File: config.mk
export PLATFORM = sky130hd
export DESIGN_NAME = marker_length_xor_frame_receiver_unit
export DESIGN_NICKNAME = d
export VERILOG_FILES = /design/src/rtl/mlxfr_pkg.sv /design/src/rtl/mlxfr_parser.sv /design/src/rtl/mlxfr_outbuf.sv /design/src/rtl/marker_length_xor_frame_receiver_unit.sv
export VERILOG_INCLUDE_DIRS = /design/src /design/src/rtl
export SDC_FILE = /design/constraint.sdc
export NUM_CORES = 1
export LEC_CHECK = 0
export BUFFER_PORTS_ARGS = -buffer_cell sky130_fd_sc_hd__clkbuf_2
export CAP_MARGIN = 10
export CORE_MARGIN = 1
export CORE_UTILIZATION = 53
export CTS_BUF_LIST = sky130_fd_sc_hd__clkbuf_16
export DETAILED_ROUTE_END_ITERATION = 8
export PLACE_DENSITY = 0.75
export SLEW_MARGIN = 20
export SYNTH_ARGS = -nofsm -noshare
export SYNTH_HDL_FRONTEND = slang
export SYNTH_SLANG_ARGS = --single-unit
File: constraint.sdc
create_clock -name clk -period 2.8 [get_ports clk]
set_input_delay 0.14 -clock clk [delete_from_list [all_inputs] [get_ports clk]]
set_output_delay 0.14 -clock clk [all_outputs]
set_load 0.01 [all_outputs]
File: src/rtl/marker_length_xor_frame_receiver_unit_defines.svh
// ------------------------------------------------------------------------
// marker length xor frame receiver assertion macros
// shared concurrent assertion forms, clocked on clk, off during reset
// ------------------------------------------------------------------------
`ifndef MARKER_LENGTH_XOR_FRAME_RECEIVER_UNIT_DEFINES_SVH
`define MARKER_LENGTH_XOR_FRAME_RECEIVER_UNIT_DEFINES_SVH

// same-cycle implication
`define MLXFR_ASSERT_NOW(lbl, ante, cons, msg) \
	lbl: assert property (@(posedge clk) disable iff (!arst_n) (ante) |-> (cons)) \
		else $error(msg);

// next-cycle implication
`define MLXFR_ASSERT_NEXT(lbl, ante, cons, msg) \
	lbl: assert property (@(posedge clk) disable iff (!arst_n) (ante) |=> (cons)) \
		else $error(msg);

`endif

File: src/rtl/mlxfr_pkg.sv
// ------------------------------------------------------------------------
// mlxfr_pkg
// types and constants shared by the frame receiver modules
// ------------------------------------------------------------------------
`default_nettype none

package mlxfr_pkg;

	localparam logic [7:0] START_MARKER_RST = 8'hF5;
	localparam logic [7:0] END_MARKER_RST   = 8'hF6;
	localparam logic [8:0] MIN_COUNT        = 9'd2;
	localparam logic [8:0] FULL_COUNT       = 9'd256;

	// register indexes
	localparam logic REG_START_MARKER = 1'b0;
	localparam logic REG_END_MARKER   = 1'b1;

	// result kinds
	localparam logic KIND_PAYLOAD = 1'b0;
	localparam logic KIND_STATUS  = 1'b1;

	typedef enum logic [1:0] {
		STAT_OK        = 2'd0,
		STAT_CSUM_BAD  = 2'd1,
		STAT_TOO_SHORT = 2'd2,
		STAT_END_BAD   = 2'd3
	} status_t;

	typedef enum logic [3:0] {
		PH_HUNT  = 4'b0001,
		PH_COUNT = 4'b0010,
		PH_BODY  = 4'b0100,
		PH_END   = 4'b1000
	} phase_t;

	typedef struct packed {
		logic       kind;
		logic [7:0] payload;
		logic       is_code;
		status_t    status;
	} res_t;

endpackage

`default_nettype wire

File: src/rtl/mlxfr_parser.sv
// ------------------------------------------------------------------------
// mlxfr_parser
// frame state machine: hunts for the start marker, tracks the count,
// passes out payload bytes, checks the xor, the minimum count and the end marker
// ------------------------------------------------------------------------
`default_nettype none
`include "marker_length_xor_frame_receiver_unit_defines.svh"

module mlxfr_parser (
	input  wire              clk,
	input  wire              arst_n,
	input  wire              beat,
	input  wire  [7:0]       rx_byte,
	input  wire  [7:0]       start_marker,
	input  wire  [7:0]       end_marker,
	output logic             res_push,
	output mlxfr_pkg::res_t  res_data
);
	import mlxfr_pkg::*;

	phase_t     phase_q, phase_d;
	logic [8:0] bytes_left_q, bytes_left_d;
	logic [7:0] running_xor_q, running_xor_d;
	logic       csum_ok_q, csum_ok_d;
	logic       too_short_q, too_short_d;
	logic       first_q, first_d;
	logic [8:0] count;

	assign count = (rx_byte == 8'h00) ? FULL_COUNT : {1'b0, rx_byte};

	always_comb begin
		phase_d       = phase_q;
		bytes_left_d  = bytes_left_q;
		running_xor_d = running_xor_q;
		csum_ok_d     = csum_ok_q;
		too_short_d   = too_short_q;
		first_d       = first_q;
		res_push      = 1'b0;
		res_data      = '{kind: KIND_PAYLOAD, payload: 8'h00, is_code: 1'b0,
			status: STAT_OK};
		case (phase_q)
			PH_HUNT: begin
				if (rx_byte == start_marker) begin
					phase_d = PH_COUNT;
				end
			end
			PH_COUNT: begin
				bytes_left_d  = count;
				too_short_d   = (count < MIN_COUNT);
				running_xor_d = 8'h00;
				csum_ok_d     = 1'b0;
				first_d       = 1'b1;
				phase_d       = PH_BODY;
			end
			PH_BODY: begin
				first_d = 1'b0;
				if (bytes_left_q <= 9'd1) begin
					// checksum byte
					csum_ok_d    = (rx_byte == running_xor_q);
					bytes_left_d = 9'd0;
					phase_d      = PH_END;
				end else begin
					res_push         = 1'b1;
					res_data.payload = rx_byte;
					res_data.is_code = first_q;
					running_xor_d    = running_xor_q ^ rx_byte;
					bytes_left_d     = bytes_left_q - 9'd1;
				end
			end
			PH_END: begin
				res_push      = 1'b1;
				res_data.kind = KIND_STATUS;
				if (rx_byte != end_marker) begin
					res_data.status = STAT_END_BAD;
				end else if (too_short_q) begin
					res_data.status = STAT_TOO_SHORT;
				end else if (!csum_ok_q) begin
					res_data.status = STAT_CSUM_BAD;
				end else begin
					res_data.status = STAT_OK;
				end
				phase_d = PH_HUNT;
			end
			default: begin
				phase_d = PH_HUNT;
			end
		endcase
	end

	always_ff @(posedge clk or negedge arst_n) begin
		if (!arst_n) begin
			phase_q       <= PH_HUNT;
			bytes_left_q  <= 9'd0;
			running_xor_q <= 8'h00;
			csum_ok_q     <= 1'b0;
			too_short_q   <= 1'b0;
			first_q       <= 1'b0;
		end else if (beat) begin
			phase_q       <= phase_d;
			bytes_left_q  <= bytes_left_d;
			running_xor_q <= running_xor_d;
			csum_ok_q     <= csum_ok_d;
			too_short_q   <= too_short_d;
			first_q       <= first_d;
		end
	end

	`MLXFR_ASSERT_NEXT(a_count_opens_body, beat && phase_q == PH_COUNT, phase_q == PH_BODY && running_xor_q == 8'h00 && first_q, "count beat did not open body")
	`MLXFR_ASSERT_NEXT(a_status_ends_frame, beat && res_push && res_data.kind == KIND_STATUS, phase_q == PH_HUNT, "status beat did not return to hunt")
	`MLXFR_ASSERT_NOW(a_end_count_zero, phase_q == PH_END, bytes_left_q == 9'd0, "byte count not zero at frame end")

endmodule

`default_nettype wire

File: src/rtl/mlxfr_outbuf.sv
// ------------------------------------------------------------------------
// mlxfr_outbuf
// result register with one skid entry, so a new beat can enter while
// the previous result still waits on a stalled receiver
// ------------------------------------------------------------------------
`default_nettype none
`include "marker_length_xor_frame_receiver_unit_defines.svh"

module mlxfr_outbuf (
	input  wire                   clk,
	input  wire                   arst_n,
	input  wire                   push,
	input  wire mlxfr_pkg::res_t  push_data,
	output logic                  full,
	output logic                  res_valid,
	input  wire                   res_stall,
	output mlxfr_pkg::res_t       res_data
);
	import mlxfr_pkg::*;

	logic head_v_q;
	logic skid_v_q;
	res_t head_q;
	res_t skid_q;
	logic pop;

	assign pop       = head_v_q && !res_stall;
	assign full      = skid_v_q;
	assign res_valid = head_v_q;
	assign res_data  = head_q;

	always_ff @(posedge clk or negedge arst_n) begin
		if (!arst_n) begin
			head_v_q <= 1'b0;
			skid_v_q <= 1'b0;
		end else if (pop) begin
			if (skid_v_q) begin
				skid_v_q <= push;
			end else begin
				head_v_q <= push;
			end
		end else if (!head_v_q) begin
			head_v_q <= push;
		end else if (push) begin
			skid_v_q <= 1'b1;
		end
	end

	always_ff @(posedge clk) begin
		if (pop) begin
			if (skid_v_q) begin
				head_q <= skid_q;
				skid_q <= push_data;
			end else begin
				head_q <= push_data;
			end
		end else if (!head_v_q) begin
			head_q <= push_data;
		end else if (push) begin
			skid_q <= push_data;
		end
	end

	`MLXFR_ASSERT_NOW(a_skid_needs_head, skid_v_q, head_v_q, "skid entry held without head entry")
	`MLXFR_ASSERT_NEXT(a_stall_fills_skid, head_v_q && res_stall && !skid_v_q && push, skid_v_q && head_v_q, "stalled push did not land in skid entry")
	`MLXFR_ASSERT_NEXT(a_pop_keeps_order, pop && skid_v_q, head_v_q && head_q == $past(skid_q), "skid entry not moved to head")

endmodule

`default_nettype wire

File: src/rtl/marker_length_xor_frame_receiver_unit.sv
// Length-prefixed frame receiver with xor checksum.
// Input channel: rx_byte with rx_valid / rx_stall, one received serial byte
// per beat. Output channel: result_kind, payload_byte, is_code_byte and
// frame_status with res_valid / res_stall. A beat moves at a rising edge
// with valid high and stall low.
// Each code and data byte of a frame gives one payload result; the byte
// after the checksum gives one status result; marker, count and checksum
// bytes give none.
// A result is registered in the result buffer before it shows on res_valid;
// one byte is taken every cycle while rx_stall is low.
// The result register has one skid entry behind it, so rx_stall rises only
// when both entries hold results that the receiver has not taken.
// Configuration: cfg_we, cfg_index and cfg_data write start_marker (index 0)
// or end_marker (index 1); write only while no frame is in flight.
// Reset (arst_n low) returns to hunting for the start marker, empties the
// result entries and loads the markers with 0xF5 and 0xF6.
// ------------------------------------------------------------------------
// marker_length_xor_frame_receiver_unit
// top level: configuration registers, frame parser and result buffer
// ------------------------------------------------------------------------
`default_nettype none

module marker_length_xor_frame_receiver_unit (
	input  wire        clk,
	input  wire        arst_n,
	input  wire        cfg_we,
	input  wire        cfg_index,
	input  wire  [7:0] cfg_data,
	input  wire        rx_valid,
	output logic       rx_stall,
	input  wire  [7:0] rx_byte,
	output logic       res_valid,
	input  wire        res_stall,
	output logic       result_kind,
	output logic [7:0] payload_byte,
	output logic       is_code_byte,
	output logic [1:0] frame_status
);
	import mlxfr_pkg::*;

	logic [7:0] start_marker_q;
	logic [7:0] end_marker_q;
	logic       beat;
	logic       push;
	logic       full;
	res_t       push_data;
	res_t       out_data;

	always_ff @(posedge clk or negedge arst_n) begin
		if (!arst_n) begin
			start_marker_q <= START_MARKER_RST;
			end_marker_q   <= END_MARKER_RST;
		end else if (cfg_we) begin
			case (cfg_index)
				REG_START_MARKER: start_marker_q <= cfg_data;
				REG_END_MARKER:   end_marker_q   <= cfg_data;
				default: begin
				end
			endcase
		end
	end

	assign rx_stall = full;
	assign beat     = rx_valid && !full;

	mlxfr_parser u_parser (
		.clk          (clk),
		.arst_n       (arst_n),
		.beat         (beat),
		.rx_byte      (rx_byte),
		.start_marker (start_marker_q),
		.end_marker   (end_marker_q),
		.res_push     (push),
		.res_data     (push_data)
	);

	mlxfr_outbuf u_outbuf (
		.clk       (clk),
		.arst_n    (arst_n),
		.push      (beat && push),
		.push_data (push_data),
		.full      (full),
		.res_valid (res_valid),
		.res_stall (res_stall),
		.res_data  (out_data)
	);

	assign result_kind  = out_data.kind;
	assign payload_byte = out_data.payload;
	assign is_code_byte = out_data.is_code;
	assign frame_status = out_data.status;

endmodule

`default_nettype wire
-- Yosys cells after proc, flatten, opt, wreduce, memory -nomap -nowiden
Index checks and enable logic that the tools add are counted.
- register bits: 66
- input port bits: 22
- logic and storage cells: 88
- $add $sub $neg: 1
- magnitude comparators: 2
- equality and inequality tests: 13
- multiplexer cells: 34
- bitwise logic cells: 2
- reduce and logical (&&, ||, !) cells: 18
- operators with widths (kind ; number):
    $mux W12 ; 7
    $mux W9 ; 4
    $pmux W9 S2 ; 1
    $eq A8 B8 Y1 ; 2
    $pmux W8 S2 ; 1
    $pmux W4 S3 ; 1
    $reduce_and A3 Y1 ; 4
    $mux W1 ; 11
    $reduce_and A2 Y1 ; 5
    $le A9 B1 Y1 const B ; 1
    $lt A9 B2 Y1 const B ; 1
    $sub A9 B1 Y9 const B ; 1
    $logic_not A8 Y1 ; 1
    $mux W4 ; 2
    $mux W8 ; 1
    $ne A8 B8 Y1 ; 1
    $xor A8 B8 Y8 ; 1
    $mux W2 ; 3
    $ne A2 B1 Y1 const B ; 3
    $ne A2 B2 Y1 const B ; 3
    $pmux W1 S2 ; 3
    $reduce_bool A2 Y1 ; 3
    $eq A4 B1 Y1 const B ; 1
    $eq A4 B2 Y1 const B ; 1
    5 further kinds ; 8

-- Logic depth before layout (Yosys ltp)
Gate-level depths: netlist of run 1.
- depth in word-level cells: 7
- depth in mapped cells: 7
- mapped depth without buffers: 6

-- Hierarchy
Synthesis of run 1 repeated with hierarchy kept, for this count alone.
- cells, all modules: 279
- area total of the unflattened synthesis: 3523.4 µm²
- by module, submodules not included (module ; instances ; cells an instance ; area each (µm²) ; seq. area each (µm²)):
    mlxfr_parser ; 1 ; 194 ; 1824.2 ; 601.8
    mlxfr_outbuf ; 1 ; 48 ; 1029.7 ; 770.7
    marker_length_xor_frame_receiver_unit ; 1 ; 37 ; 669.4 ; 415.4

-- Worst setup path after synthesis of run 1
Ideal clock, no wire load.
- kind: flip-flop to flip-flop
- from: reg u_parser.phase_q[1]
- to: reg u_outbuf.skid_q[0] in the netlist's numbering (enable)
- setup time: 0.398 ns
- arrival time: 2.455 ns
- path slack: -0.053 ns
- stages on the path, launching flop included: 7
- clock period less this slack: 2.853 ns
- cells stage by stage: dfrtp_1 -> clkbuf_1 -> nor4b_1 -> o41a_1 -> buf_6 -> o21ai_1 -> o21ai_0
- longest elaborated chain between the ends: 5
- elaborated cells between the ends (all ways): 6
- RTL lines (what ; line ; source):
    from (decl) ; mlxfr_parser.sv:21 ; phase_t phase_q, phase_d;
    from (signal assigned) ; mlxfr_parser.sv:99 ; phase_q <= phase_d;
    $eq A4 B4 Y1 or $eq A4 B3 Y1 (tied branches) ; mlxfr_parser.sv:41 ; case (phase_q)
    $pmux W1 S2 (*) ; mlxfr_parser.sv:41 ;
    $logic_and A1 B1 Y1 (*) ; marker_length_xor_frame_receiver_unit.sv:80 ; .push (beat && push),
    $reduce_bool A2 Y1 (no source line) (*) ; -- ;
    $reduce_and A3 Y1 (no source line) (*) ; -- ;
    to (signal assigned) ; mlxfr_outbuf.sv:53 ; skid_q <= push_data;
    to (signal assigned) ; mlxfr_outbuf.sv:60 ; skid_q <= push_data;
    to (decl) ; mlxfr_outbuf.sv:24 ; res_t skid_q;
Mark *: on every way between the ends. The rest lies on a longest branch, timed or not.
A chain may end at the register's enable or synchronous reset.

==> metrics.cfg, run 1 <==
[timing]
fin_ws_ns = 0.422
drv_slew = 0
fin_setup_tns_ns = 0
whs_ns = -0.0586
worstMarginPinSlew_ns = 0.931
fmax_mhz = 420
finalSetupViolCount = 0
finalCritPeriodShare_pct = 84.9
max_slew_margin_pct = 37.9
rsz0062_at_grt = no
hold_violations = 29
fin_crit_ns = 2.38
worst_clock_skew_ns = 0.0109

[cts]
ctsHoldBuffers = 0
cts_tree = yes
cts_setup_buffers = 0
cts_buffers = 9
h-tree-depth = 3
clk_latency_ns = 0.33
cts_sinks = 66
post_cts_resize_count = 0
root_buffer = clkbuf_16
clkTransAtPathRegs_ns = 0.06
clock_tree.buffer_depth = 2

[worst_setup_path]
worstSetupEndpointType = flop
critical_path.max_fanout = 6
arrival_ns = 2.46
crit_type = reg2reg
worstSetupStartpointType = flop
worstPathRequired_ns = 2.88

[placement]
dpl-instance-area_mm2 = 0.00364
pre_cts_slack_ns = 0.399
numPortBuffers = 35
dp_hpwl_mm = 4.89
place.gp.congestion = 0.841

[global_routing]
use_met3_pct = 4.18
grt-busiest-layer = met2
met1_usage_pct = 33.3
grt_max_degree = 43
track_usage_pct = 24.8
grt_overflow = 0
antenna_found_initial = 0
grt_pass1_vias = 2352
grt_use_met2_pct = 38.2
grt_first_pass_wirelength_mm = 11.8

[logic_synthesis]
yosysUniqueCellTypes = 52
synth_top_area_share_pct = 21.3
synth.area.top_cells = dfrtp_1 21%, edfxtp_1 21%, dfstp_2 10%
yosysSeqAreaShare_pct = 52.6
synth.avg_cell_area_um2 = 11.0
synth_cells = 310
dominantRegCellSynth = dfrtp_1
synth_nets = 334
ys_warn_count = 0
async_flop_share_pct = 63.6
synth_edf_count = 24
synth-seq-cells = 66
synth_area_mm2 = 0.00340
yosys.area.top_type = dfrtp_1

[finish]
syn_to_final_growth_pct = 16.1
final_common_cell = clkbuf_2
nNetsFinal = 366
diodes = 0
final_cell_area_mm2 = 0.00395
fill_cells = 465
drive_above_1_share_pct = 31.1
layout_common_cells = 34 x clkbuf_2, 29 x dfrtp_1, 25 x nand2_1, 25 x mux2_2, 24 x edfxtp_1

[job]
maxCapViolCount = 0

[status]
violations = hold timing
status = complete, but fails checks

[floorplanning]
initial_core_util_pct = 56.1
dieArea_mm2 = 0.00674
core_area_mm2 = 0.00606
ios = 36
die_w_um = 82.1
rows = 28
die_height_um = 82.1

[routing]
drcViolationCount = 0
ant_nets = 0
first_iter_violations = 177
vias_per_cell = 5.99
vias = 2529
wl_per_cell_um = 17.7
wl_mm = 7.45
drt_first_pass_iters = 5

[power]
ir_worst_vdd_mv = 0.549
powerDensity_mw_per_mm2 = 606
p_total_w = 0.00240
p_leak_nw = 1.63

[hold_path]
hold_path_class = in2async

-- routing by layer --
| layer | part of all wire, % | wire, um |
|---|---|---|
| met1 | 44 | 3280 |
| met2 | 49 | 3650 |
| met3 | 4.4 | 331 |
| met4 | 2.5 | 187 |
| met5 | 0 | 0 |
-- synth_stat cells, types with 2 or more instances --
master     n
a21oi_1    6
a221o_1    2
a22o_1     2
a32oi_1    2
and2_1     8
and2_4     2
buf_2      2
clkbuf_1  18
dfrtp_1   29
dfstp_2   13
edfxtp_1  24
ha_1       2
inv_1      9
mux2_2    25
nand2_1   25
nand2b_1  13
nand3_1    3
nand3b_1   2
nand4_1    5
nor2_1    20
nor2b_1    4
nor3_1     9
nor4_1     5
o211ai_1  11
o21ai_0   12
o21ai_1    4
o311ai_1   7
or2_2      2
or4_1      4
xnor2_1   12
xor2_1     7
-- worst max-delay path, stage by stage (launching register included) --
cell and delay, ns:
dfrtp_1 0.40, or4_1 0.58, buf_4 0.19, o41ai_2 0.55, nor2_1 0.13, mux2_2 0.29
-- through the flow --
step	instances	util [%]	hold slack, ns
2_1_floorplan	310	-	-0.156
3_3_place_gp	406	60.1	0.380
3_5_place_dp	406	60.1	0.384
4_1_cts	422	65.1	0.0285
5_1_grt	422	65.2	0.0344
6_report	422	65.2	-0.0586
-- area by class of cell --
| type | instances | area, um^2 | area share [%] |
|---|---|---|---|
| multi-input combinational | 213 | 1500 | 37.9 |
| clock inverter | 7 | 77.6 | 1.96 |
| inverter | 9 | 33.8 | 0.855 |
| sequential | 66 | 1790 | 45.3 |
| timing repair buffer | 43 | 235 | 5.95 |
| tap | 75 | 93.8 | 2.37 |
| clock buffer | 9 | 225 | 5.70 |
-- worst paths after layout --
check | from | endpoint | slack (ns) | cells past startpoint
max in group asynchronous | arst_n | u_parser.csum_ok_q | 2.26 | 1
hold / removal | arst_n | u_parser.running_xor_q[4] | -0.06 | 1
hold reg to reg | u_outbuf.skid_q[11] | u_outbuf.res_data[11] | 0.52 | 2
setup / recovery | u_parser.bytes_left_q[6] | u_outbuf.res_data[9] | 0.42 | 5
setup reg to reg | u_parser.bytes_left_q[6] | u_outbuf.res_data[9] | 0.42 | 5
min in group clk | cfg_data[1] | end_marker_q[1] | 0.06 | 2
-- cell families (layout without fill, tap and decap cells) --
family,count (synthesis),in the layout,synth area share (%)
xor gates and xnor gates,19,19,4.89
adders and majority gates,2,2,0.735
DFF,66,66,52.6
AOI/OAI and AO/OA,57,57,12.1
and+or+nand+nor,109,109,17.4
muxes,26,26,8.61
buffers and inverters,31,68,3.71
-- state kept, by name, summed over array words and instances (netlist names) --
name                    flops
u_outbuf.res_data          12
u_outbuf.skid_q            12
u_parser.bytes_left_q       9
end_marker_q                8
start_marker_q              8
u_parser.running_xor_q      8
u_parser.phase_q            4
u_outbuf.full               1
u_outbuf.res_valid          1
u_parser.csum_ok_q          1
u_parser.first_q            1
u_parser.too_short_q        1
-- report_power, final --
group | switching, W | internal [W]
clock network | 0.000432 | 0.000694
logic | 0.0000885 | 0.0000867
registers | 0.0000346 | 0.00106
Power figures use the tool's default switching activity.
==> run 2: changes to the inputs <==
Settings changed: CORE_UTILIZATION 53 to 55, PLACE_DENSITY 0.75 to 0.74.
Clock period 2.8 ns to 2.5 ns, I/O delays scaled along.
==> metrics.cfg, run 2 (synthesis gave the netlist of run 1 again) <==
[floorplanning]
rows = 28
ios = 36
dieArea_mm2 = 0.00650
die_w_um = 80.6
initial_core_util_pct = 57.1
die_height_um = 80.6
core_area_mm2 = 0.00596

[power]
p_sw_share_pct = 22.9
p_total_w = 0.00267
p_comb_share_pct = 7.6
p_leak_nw = 1.65
power.switching_w = 0.000611
p_int_w = 0.00205
power_frac_clock_pct = 46.3
powerDensity_mw_per_mm2 = 670
ir_worst_vdd_mv = 0.435
power_frac_seq_pct = 46.0

[finish]
diodes = 0
nNetsFinal = 370
layout_common_cells = 35 x clkbuf_2, 29 x dfrtp_1, 25 x nand2_1, 25 x mux2_2, 24 x edfxtp_1
final_common_cell = clkbuf_2
fin_util_pct = 66.8
drive_above_1_share_pct = 31.3
syn_to_final_growth_pct = 16.9

[cts]
cts_tree = yes
post_cts_resize_count = 0
h-tree-depth = 3
clkTransAtPathRegs_ns = 0.06
cts_sinks = 66
clock_tree.buffer_depth = 2
cts_setup_buffers = 0
root_buffer = clkbuf_16
cts_buffers = 9
ctsHoldBuffers = 1
clk_latency_ns = 0.33

[timing]
fmax_mhz = 425
max_slew_margin_pct = 52.9
fin_crit_ns = 2.35
drv_slew = 0
worst_clock_skew_ns = 0.00564
fin_setup_tns_ns = 0
finalSetupViolCount = 0
hold_violations = 0
rsz0062_at_grt = no
worstMarginPinSlew_ns = 0.705
finalCritPeriodShare_pct = 94.1
fin_ws_ns = 0.148

[worst_setup_path]
crit_type = reg2reg
arrival_ns = 2.43
crit_chain = or4_1 > buf_4 > o41ai_2 > nor2_1 > mux2_2
worstPathRequired_ns = 2.58
worstSetupEndpointType = flop
worstSetupStartpointType = flop
slowest_delay_ns = 0.55
critical_path.max_fanout = 6
crit_slowest_cell = o41ai_2

[job]
maxCapViolCount = 0

[routing]
first_iter_violations = 194
wl_per_cell_um = 18.0
vias = 2548
ant_nets = 0
drt_first_pass_iters = 5
vias_per_cell = 5.98
drcViolationCount = 0
wl_mm = 7.65

[placement]
place.gp.congestion = 0.940
pre_cts_slack_ns = 0.175
numPortBuffers = 35
dp_hpwl_mm = 5.19

[global_routing]
grt_pass1_vias = 2504
grt_max_degree = 24
antenna_found_initial = 0
grt_first_pass_wirelength_mm = 12.4
grt_overflow = 0
track_usage_pct = 26.4

[hold_path]
hold_path_class = in2reg

[status]
status = finished, final reports clean

==> run 2: cell count changes in the layout (fill, tap and decap cells not counted) <==
cell	before	now
clkinv_1	0	1
clkinvlp_4	1	0
buf_2	1	0
clkbuf_2	34	35
inv_6	1	0
buf_4	8	11
dlygate4sd3_1	0	1
clkinv_2	1	2
==> run 2: area by class of cell <==
cell class / count / area [um^2]
Timing Repair Buffer: 47 / 268
Fill cell: 492 / 1980
Multi-Input combinational cell: 213 / 1500
Clock inverter: 7 / 70.1
Inverter: 9 / 33.8
Sequential cell: 66 / 1790
Clock buffer: 9 / 225
Tap cell: 75 / 93.8
==> run 2: power by group through the flow <==
stage               Clock, W  Combinational [W]  Sequential (W)
floorplan                  0           0.000139         0.00123
global placement           0           0.000195         0.00124
detailed placement         0           0.000200         0.00124
CTS                  0.00124           0.000206         0.00123
global route         0.00128           0.000224         0.00123
finish               0.00123           0.000204         0.00123
==> run 2: through the flow <==
step	hold WS, ns	cells	area (um^2)
after floorplan	-0.171	310	3410
after global placement	0.122	409	3670
after detailed placement	0.125	409	3670
after CTS	0.0385	426	3980
after global routing	0.0497	426	3980
final	0.0411	426	3980
==> run 2: routing by layer <==
| metal | part of all wire (%) | GRT usage (%) |
|---|---|---|
| met1 | 45 | 35.1 |
| met2 | 48 | 41.4 |
| met3 | 4.9 | 4.32 |
| met4 | 2.2 | 13.4 |
| met5 | 0 | 0 |
==> run 2: path summary, 6_finish.rpt <==
path	end	cells after the start	slack [ns]	start
setup reg to reg	u_outbuf.res_data[9]	5	0.15	u_parser.bytes_left_q[4]
max in group asynchronous	end_marker_q[7]	3	1.46	arst_n
hold / removal	end_marker_q[6]	2	0.04	cfg_data[6]
min in group asynchronous	u_parser.running_xor_q[4]	2	0.30	arst_n
hold reg to reg	u_parser.first_q	2	0.51	u_parser.first_q
setup / recovery	u_outbuf.res_data[9]	5	0.15	u_parser.bytes_left_q[4]
==> run 2: critical path, delay by kind of cell (launching register included) <==
kind	cells	cell delay, ns
buffers and inverters	1	0.19
AO/OA/AOI/OAI	1	0.55
flip-flops	1	0.43
AND/OR/NAND/NOR	2	0.66
multiplexers	1	0.28
==> run 3: changes to the inputs <==
Settings changed: ABC_AREA set to 1, BUFFER_PORTS_ARGS -buffer_cell sky130_fd_sc_hd__clkbuf_2 to -buffer_cell sky130_fd_sc_hd__buf_2, HOLD_SLACK_MARGIN set to 0.05.
==> metrics.cfg, run 3 <==
[status]
status = finished, final reports clean

[logic_synthesis]
synth-seq-cells = 66
synth_cells = 419
yosysUniqueCellTypes = 34
yosysSeqAreaShare_pct = 50.1
synth_area_mm2 = 0.00357
synth_top_area_share_pct = 20.3
yosys.area.top_type = dfrtp_1
synth_edf_count = 24
dominantRegCellSynth = dfrtp_1
ys_warn_count = 0
yosysMostFrequentCell = nand2_1
synth.avg_cell_area_um2 = 8.53
synth.area.top_cells = dfrtp_1 20%, edfxtp_1 20%, nand2_1 14%
synth.top_cells.by_count = 131 x nand2_1, 45 x inv_1, 32 x nand3_1
synth_nets = 443
async_flop_share_pct = 63.6

[power]
p_total_w = 0.00345
p_leak_nw = 2.08
powerDensity_mw_per_mm2 = 832
ir_worst_vdd_mv = 0.588

[floorplanning]
initial_core_util_pct = 58.6
dieArea_mm2 = 0.00682
core_area_mm2 = 0.00610
die_height_um = 82.6
die_w_um = 82.6
rows = 28
ios = 36

[cts]
clk_latency_ns = 0.33
clock_tree.buffer_depth = 2
root_buffer = clkbuf_16
ctsHoldBuffers = 7
post_cts_resize_count = 0
cts_sinks = 66
cts_buffers = 9
clkTransAtPathRegs_ns = 0.06
cts_tree = yes
cts_setup_buffers = 0
h-tree-depth = 3

[timing]
fmax_mhz = 542
drv_slew = 0
worstMarginPinSlew_ns = 0.916
whs_ns = 0.0549
finalSetupViolCount = 0
finalCritPeriodShare_pct = 73.8
fin_crit_ns = 1.84
rsz0062_at_grt = no
fin_ws_ns = 0.656
fin_setup_tns_ns = 0
max_slew_margin_pct = 39.0
hold_violations = 0
worst_clock_skew_ns = 0.00511

[routing]
wl_per_cell_um = 13.5
wl_mm = 7.31
drcViolationCount = 0
vias_per_cell = 5.10
first_iter_violations = 139
drt_first_pass_iters = 4
vias = 2769
ant_nets = 0

[finish]
fill_cells = 481
final_common_cell = nand2_1
drive_above_1_share_pct = 22.9
nNetsFinal = 487
final_cell_area_mm2 = 0.00415
diodes = 0
syn_to_final_growth_pct = 16.2
layout_common_cells = 131 x nand2_1, 45 x inv_1, 35 x buf_2, 32 x nand3_1, 29 x dfrtp_1

[global_routing]
track_usage_pct = 24.3
grt_max_degree = 43
grt_overflow = 0
antenna_found_initial = 0
grt_first_pass_wirelength_mm = 12.1
grt_pass1_vias = 2614

[worst_setup_path]
worstSetupEndpointType = flop
crit_type = reg2reg
worstSetupStartpointType = flop
arrival_ns = 2.05
worstPathRequired_ns = 2.71
critical_path.max_fanout = 17

[placement]
place.gp.congestion = 0.819
pre_cts_slack_ns = 0.655
dp_hpwl_mm = 5.24
numPortBuffers = 35
dpl-instance-area_mm2 = 0.00379

[job]
maxCapViolCount = 0

[hold_path]
hold_path_class = in2reg

[run 3: cell types whose count changed after synthesis, sizes merged, moves of 6 or more]
cell,previous run,this run
nand2,25,140
inv,9,55
nand3,3,34
mux2,26,0
nor2,20,39
nand2b,13,0
o21ai,16,29
clkbuf,18,7
o211ai,11,0
and2,10,0
nor3,9,2
o311ai,7,0
nor4,6,0
[run 3: worst max-delay path, cell delays in order, from the launching register on]
cell and delay, ns:
dfrtp_1 0.40, inv_1 0.09, ha_1 0.16, nand2_1 0.05, nor2_1 0.17, nand2_4 0.08, nand3_4 0.09, buf_4 0.31
nand3_1 0.19, a21boi_1 0.17
[run 3: layout make-up]
type	count	area, um^2	share of cell area [%]
multi-input combinational	286	1500	36.2
tap	75	93.8	2.26
timing repair buffer	45	268	6.45
clock inverter	7	68.8	1.66
inverter	55	206	4.97
clock buffer	9	225	5.42
sequential	66	1790	43.1
[run 3: cells by family (layout without fill, tap and decap cells)]
family | count (synthesis) | after routing | synth area share, %
and+or+nand+nor | 224 | 224 | 29.4
buffers and inverters | 67 | 116 | 7.92
DFF | 66 | 66 | 50.1
AOI/OAI and AO/OA | 40 | 40 | 7.01
xor gates and xnor gates | 20 | 20 | 4.90
adders and majority gates | 2 | 2 | 0.700
[run 3: final timing paths]
kind	cells after the start	startpoint	end	slack [ns]
worst max-delay path	9	u_parser.bytes_left_q[1]	u_parser.phase_q[1]	0.66
worst max register to register	9	u_parser.bytes_left_q[1]	u_parser.phase_q[1]	0.66
worst min register to register	2	u_parser.running_xor_q[0]	u_parser.running_xor_q[0]	0.49
worst min-delay path	3	cfg_data[2]	start_marker_q[2]	0.05
min in group asynchronous	2	arst_n	u_parser.bytes_left_q[7]	0.47
max in group asynchronous	2	arst_n	start_marker_q[1]	1.46
[run 3: layer usage]
metal,part of all wire (%),track usage (%),wire [um],up-vias
met5,0,0,0,-
met4,0.27,7.76,20,0
met3,4.7,3.96,346,4
met2,48,40.2,3520,69
met1,47,32.5,3420,1272
li1,-,-,-,1424
[run 3: per-stage QoR]
stage	utilization (%)	cells
2_1_floorplan	-	419
3_3_place_gp	62.1	520
6_report	68.1	543
4_1_cts	68.1	543
5_1_grt	68.1	543
3_5_place_dp	62.1	520
[run 3: power breakdown]
group | total, W | switching (W) | leakage (nW) | internal, W
registers | 0.00145 | 0.000146 | 0.777 | 0.00130
logic | 0.000775 | 0.000478 | 1.16 | 0.000297
clock network | 0.00123 | 0.000463 | 0.143 | 0.000769
total | 0.00345 | 0.00109 | 2.08 | 0.00237
